File: src/rtl/functional_graph_cycle_entry_core_macros.svh
// Assertion macros shared by the cycle entry RTL.
`ifndef FUNCTIONAL_GRAPH_CYCLE_ENTRY_CORE_MACROS_SVH
`define FUNCTIONAL_GRAPH_CYCLE_ENTRY_CORE_MACROS_SVH

// Same-cycle implication, sampled on clk, off while rst_n is low.
`define FGCE_ASSERT_SAME(label, ante, cons, msg) \
    label: assert property (@(posedge clk) disable iff (!rst_n) (ante) |-> (cons)) \
        else $error(msg);

// Next-cycle implication, sampled on clk, off while rst_n is low.
`define FGCE_ASSERT_NEXT(label, ante, cons, msg) \
    label: assert property (@(posedge clk) disable iff (!rst_n) (ante) |=> (cons)) \
        else $error(msg);

`endif

File: src/rtl/fgce_pkg.sv
// Shared types, constants and microcode program of the cycle entry block.
package fgce_pkg;

    // Field widths
    localparam int IDX_W   = 10;
    localparam int CNT_W   = 11;
    localparam int EPOCH_W = 8;
    localparam int STEP_W  = 4;

    // Nodes addressable by a 10-bit index
    localparam int IDX_SPAN = 1 << IDX_W;

    localparam int                MAX_NODES_DEFAULT = 1024;
    localparam logic [CNT_W-1:0]  NODE_COUNT_RESET  = CNT_W'(1024);

    // Datapath operations issued by the control word
    typedef enum logic [2:0] {
        OP_NONE,
        OP_START,
        OP_WALK,
        OP_ERROR,
        OP_PUSH,
        OP_WRITE,
        OP_CLEAR,
        OP_EPOCH_RESET
    } uop_e;

    // Jump conditions
    typedef enum logic [2:0] {
        COND_ALWAYS,
        COND_NO_REQ,
        COND_BAD,
        COND_LOAD,
        COND_WALK_GO,
        COND_OUT_BUSY,
        COND_EPOCH_FREE,
        COND_CLEAR_MORE
    } cond_e;

    // Microprogram step addresses
    typedef enum logic [STEP_W-1:0] {
        ST_WAIT,
        ST_DECODE,
        ST_KIND,
        ST_START,
        ST_WALK,
        ST_RESULT,
        ST_EPOCH,
        ST_CLEAR,
        ST_CLEAR_END,
        ST_LOAD,
        ST_ERROR
    } step_e;

    typedef struct packed {
        logic  in_ready;
        uop_e  op;
        cond_e cond;
        step_e target;
    } ucode_t;

    // Control from sequencer to datapath
    typedef struct packed {
        logic in_ready;
        uop_e op;
    } fgce_ctrl_t;

    // Status flags from datapath to sequencer
    typedef struct packed {
        logic no_req;
        logic bad;
        logic is_load;
        logic walk_go;
        logic out_busy;
        logic epoch_free;
        logic clear_more;
    } fgce_status_t;

    // Microcode ROM: when cond holds jump to target, else fall to the next step
    function automatic ucode_t ucode_word(input step_e step);
        ucode_t w;
        begin
            w = '{in_ready: 1'b0, op: OP_NONE, cond: COND_ALWAYS, target: ST_WAIT};
            unique case (step)
                ST_WAIT:      w = '{1'b1, OP_NONE,        COND_NO_REQ,     ST_WAIT};
                ST_DECODE:    w = '{1'b0, OP_NONE,        COND_BAD,        ST_ERROR};
                ST_KIND:      w = '{1'b0, OP_NONE,        COND_LOAD,       ST_LOAD};
                ST_START:     w = '{1'b0, OP_START,       COND_ALWAYS,     ST_WALK};
                ST_WALK:      w = '{1'b0, OP_WALK,        COND_WALK_GO,    ST_WALK};
                ST_RESULT:    w = '{1'b0, OP_PUSH,        COND_OUT_BUSY,   ST_RESULT};
                ST_EPOCH:     w = '{1'b0, OP_NONE,        COND_EPOCH_FREE, ST_WAIT};
                ST_CLEAR:     w = '{1'b0, OP_CLEAR,       COND_CLEAR_MORE, ST_CLEAR};
                ST_CLEAR_END: w = '{1'b0, OP_EPOCH_RESET, COND_ALWAYS,     ST_WAIT};
                ST_LOAD:      w = '{1'b0, OP_WRITE,       COND_ALWAYS,     ST_WAIT};
                ST_ERROR:     w = '{1'b0, OP_ERROR,       COND_ALWAYS,     ST_RESULT};
                default:      w = '{1'b0, OP_NONE,        COND_ALWAYS,     ST_WAIT};
            endcase
            return w;
        end
    endfunction

endpackage

File: src/rtl/fgce_sequencer.sv
// Microcode sequencer: step counter, ROM lookup and conditional jumps.
module fgce_sequencer import fgce_pkg::*; (
    input  logic         clk,
    input  logic         rst_n,
    input  fgce_status_t status,
    output fgce_ctrl_t   ctrl
);

    step_e  step_reg;
    step_e  step_next;
    ucode_t word;
    logic   cond_true;

    // Current control word
    assign word = ucode_word(step_reg);

    // Jump condition select
    always_comb
    begin
        unique case (word.cond)
            COND_ALWAYS:     cond_true = 1'b1;
            COND_NO_REQ:     cond_true = status.no_req;
            COND_BAD:        cond_true = status.bad;
            COND_LOAD:       cond_true = status.is_load;
            COND_WALK_GO:    cond_true = status.walk_go;
            COND_OUT_BUSY:   cond_true = status.out_busy;
            COND_EPOCH_FREE: cond_true = status.epoch_free;
            COND_CLEAR_MORE: cond_true = status.clear_more;
            default:         cond_true = 1'b1;
        endcase
    end

    // Next step
    always_comb
    begin
        if (cond_true)
        begin
            step_next = word.target;
        end
        else
        begin
            step_next = step_e'(step_reg + 1'b1);
        end
    end

    // Outputs to the datapath
    always_comb
    begin
        ctrl.in_ready = word.in_ready;
        ctrl.op       = word.op;
    end

    // Step counter; reset starts with the tag clearing pass
    always_ff @(posedge clk or negedge rst_n)
    begin
        if (!rst_n)
        begin
            step_reg <= ST_CLEAR;
        end
        else
        begin
            step_reg <= step_next;
        end
    end

endmodule

File: config.mk
export PLATFORM = sky130hd
export DESIGN_NAME = fgce_sequencer
export DESIGN_NICKNAME = d
export VERILOG_FILES = /design/src/rtl/functional_graph_cycle_entry_core_macros.svh /design/src/rtl/fgce_pkg.sv /design/src/rtl/fgce_sequencer.sv
export SDC_FILE = /design/constraint.sdc
export NUM_CORES = 1
export LEC_CHECK = 0
export BUFFER_PORTS_ARGS = -buffer_cell sky130_fd_sc_hd__buf_2
export CAP_MARGIN = 5
export CORE_AREA = 2 2 39 41
export CTS_CLUSTER_DIAMETER = 150
export DETAILED_ROUTE_END_ITERATION = 6
export DIE_AREA = 0 0 41 43
export GPL_TIMING_DRIVEN = 0
export HOLD_SLACK_MARGIN = 0.02
export PLACE_DENSITY = 0.55
export SLEW_MARGIN = 10
export SYNTH_ARGS = -nofsm -noshare
export SYNTH_HDL_FRONTEND = slang
export SYNTH_SLANG_ARGS = --single-unit
File: constraint.sdc
create_clock -name clk -period 2.87 [get_ports clk]
set_input_delay 0.4305 -clock clk [delete_from_list [all_inputs] [get_ports clk]]
set_output_delay 0.4305 -clock clk [all_outputs]
set_load 0.02 [all_outputs]
---- Word level (Yosys, flattened, before mapping) ----
Memory sizes are Yosys's and may differ from the RTL's.
Cells that the tools add are included.
storage, ports and cells
  memories kept ........................... 1
  bits in read-only memories .............. 176
  output and inout port bits .............. 4
  input bits .............................. 9
  register bits after elaboration ......... 4
operators by class
  mux-type cells .......................... 2
  add/sub/neg operators ................... 1
  eq/ne operators ......................... 7
  reductions and logical operators ........ 1
memory list
  memory            words  width  rd ports  clocked after Yosys merged registers in  write ports  RTL line        RTL
  (name not given)  16     11     1         0                                        0            fgce_pkg.sv:84  unique case (step)
operators with widths
  operator                                       count
  == test 3 bit, second input constant           4
  case mux 1 bit (8 select lines)                1
  == test 3 x 2 -> 1 bit, second input constant  2
  adder 4 x 1 -> 4 bit, second input constant    1
  2-to-1 mux 4 bit                               1
  == test 3 x 1 -> 1 bit, second input constant  1
  logical NOT 3 bit                              1

---- Logic depth before layout (Yosys ltp) ----
An unclocked memory read counts as a cell.
  depth after elaboration ................. 4
  depth in mapped cells ................... 7

---- Least setup slack after synthesis ----
OpenSTA, ideal clock, no wires.
  kind .................................... flip-flop to flip-flop
  start ................................... register with a tool-made name
  end ..................................... register with a tool-made name
  clock period less this slack ............ 2.367 ns
  arrival time ............................ 2.283 ns
  required time ........................... 2.785 ns
  path buffers ............................ 1
  cell stages (with the launch flop) ...... 8
  slack ................................... 0.503 ns
  path through ............................ dfstp_2 clkbuf_8 inv_1 ha_1 mux2_4 a2111oi_2 a22oi_2 mux2_1

==> out/qor.yml <==
setup_path:
  startpoint_type: "flip-flop"
  slowest_delay_ns: 0.52
  cp_data_arrival_time_ns: 2.69
  worst-path-max-fanout: 9
  reg2reg_slack_ns: 0.34
  cp_cell_sequence: "clkbuf_8 -> inv_1 -> ha_1 -> mux2_4 -> a2111oi_2 -> a22oi_2 -> mux2_1"
  cp_num_buf_inv: 2
  slowest_stage: "dfstp_2"
  r2r_cells: 7
  endpoint_kind: "flip-flop"
  cp.required_ns: 3.03
  critical-path-top-delay-family: "multiplexers"
  r2r_end: "step_reg[1]"
  critPathKind: "flip-flop to flip-flop"
synthesis:
  synth_edf_count: 0
  async_flop_share: 1.00
  synth_fa_ha_area_frac: 0.213
  synth_area_um2: 469
  synth_mux_area_frac: 0.232
  synth_top_family_by_area: "multiplexers"
  synth_nets: 65
  ys_types: 23
  synthMostInstantiatedCell: "ha_1"
  synthTopCellsByArea: "ha_1 21%, dfstp_2 17%, mux2i_1 13%"
  yosysSeqAreaShare: 0.221
  synth_xor_area_frac: 0
  synth.avg_cell_area_um2: 9.78
  synth_compound_gate_area_share: 0.141
  synth_cells: 48
  yosys.area_share.simple: 0.115
  yosys_warnings: 0
  synth-seq-cells: 4
  yosys.area.top_type: "ha_1"
  synth-main-ff-cell: "dfstp_2"
  synth_top_area_share: 0.213
  synthTopCellsByCount: "8 x ha_1, 6 x mux2i_1, 5 x inv_1"
clock_tree:
  clock-sinks: 4
  ctsResizeCount: 0
  holdBufCountCts: 1
  clk_path_buf_depth: 2
  clk_pin_slew_ns: 0.04
  cts_tree: "built"
  worstSkewPairLatency_ns: 0.24
  root_buffer: "clkbuf_4"
  post_cts_buffers: 0
  cts-htree-levels: 1
  cts_made_buffers: 3
floorplan:
  dieWidth_um: 41
  die_h_um: 43
  ios: 13
  rows: 14
  die_area_mm2: 0.00176
  core_mm2: 0.00138
  start_util: 0.339
routing:
  avgRoutedWirePerCell_um: 10.6
  final_antenna_net_count: 0
  drtIter0Drc: 3
  route.detailed.drc: 0
  finalWirelength_um: 859
  vias_per_cell: 4.84
  num_vias: 392
  dr.pass1.iters: 2
place:
  io_buffer_count: 12
  gp_congestion: 0.681
  dpl.hpwl_um: 679
power_and_ir_drop:
  vdd_drop_max_uv: 421
  swShare: 0.461
  cellPowerDensity_mw_per_mm2: 1240
  combPwrFrac: 0.711
  p_seq_frac: 0.184
  p_clk_frac: 0.105
  power.switching_mw: 0.335
  internal_power_mw: 0.392
  power_leakage_nw: 0.291
cells_and_area:
  drive_gt1_frac: 0.354
  ff_latch_area_um2: 104
  fillers: 148
  multiInputGateArea_um2: 329
  antenna_cells: 0
  area_growth_pct: 24.8
  fin_nets: 83
timing:
  slew_violations: 0
  finalSetupTns_ns: 0
  hold_slack_ns: 0.520
  relSlewSlack: 0.772
  tightest_slew_ns: 0.342
  max_freq_mhz: 396
  finClkSkew_ns: 0.00571
  setup_viol: 0
  finalCriticalPeriod_ns: 2.53
  finalCritPeriodShare: 0.881
  rsz0062_at_grt: "no"
  hold_viol: 0
outcome:
  status: "completed"
global_route:
  grt_pass1_wl_um: 1410
  track_usage: 0.119
  grt_overflow: 0
  grt_start_max_net_pins: 10
  grt_pass1_vias: 378
  grt_antenna_before_repair: 0
flow_run:
  cap_viol_max_count: 0
worst_hold_path:
  hold_path_class: "primary input to asynchronous set/reset pin"
per-layer routing:
metal | global-route usage | wire, um | vias to the layer above
li1 | - | - | 203
met1 | 0.123 | 394 | 175
met2 | 0.194 | 402 | 12
met3 | 0.0314 | 46 | 2
met4 | 0.0800 | 15 | 0
met5 | 0 | 0 | -
kinds of logic (layout without fill, tap and decap cells):
kind of cell	after synthesis	in the layout
simple gates	11	11
flops	4	4
buf+inv	7	24
compound gates	8	8
fa+ha+maj	8	8
mux	10	10
how the worst max path moves through the flow:
stage / end / slack [ns] / cells after the start
after global placement: step_reg[1] / 0.34 / 7
after detailed placement: step_reg[1] / 0.31 / 7
final: step_reg[1] / 0.34 / 7
after global routing: flip-flop / 0.22 / 7
after floorplan: flip-flop / 0.50 / 7
after CTS: flip-flop / 0.31 / 7
layout make-up:
class,instances,area share
timing repair buffer,13,0.120
inverter,5,0.0321
multi-input combinational,37,0.562
buffer,2,0.0299
sequential,4,0.177
clock buffer,4,0.0449
tap,16,0.0342
metrics by stage:
stage	area (um2)	power [mW]	std cells	setup slack, ns	utilization
detailed placement	549	0.661	76	0.308	0.397
global placement	549	0.655	76	0.341	0.397
finish	586	0.728	81	0.342	0.423
CTS	586	0.740	81	0.309	0.423
floorplan	469	0.548	48	0.503	-
global route	586	0.801	81	0.215	0.423
power groups by stage:
stage	Sequential (mW)	Clock (mW)	Combinational, mW
detailed placement	0.135	0	0.527
finish	0.134	0.0766	0.517
global placement	0.136	0	0.520
floorplan	0.126	0	0.422
global route	0.137	0.0887	0.575
CTS	0.134	0.0800	0.526
cell usage in the layout, fill, tap and decap left out:
master / instances
buf_2: 12
clkbuf_4: 3
dfrtp_1: 1
and2_1: 1
nor2_1: 3
dlygate4sd3_1: 1
a22oi_2: 1
mux2_2: 1
o21ai_0: 1
nand2_1: 2
nor3b_1: 1
clkbuf_1: 2
a31oi_1: 1
o21a_1: 1
mux2_4: 1
mux2i_1: 6
a2111oi_2: 1
ha_1: 8
dfstp_2: 3
inv_1: 5
nand3_1: 3
mux2_1: 2
o31ai_1: 2
clkbuf_8: 1
nor2b_1: 1
a21oi_1: 1
Note: power is estimated with default switching activity, not from simulation.
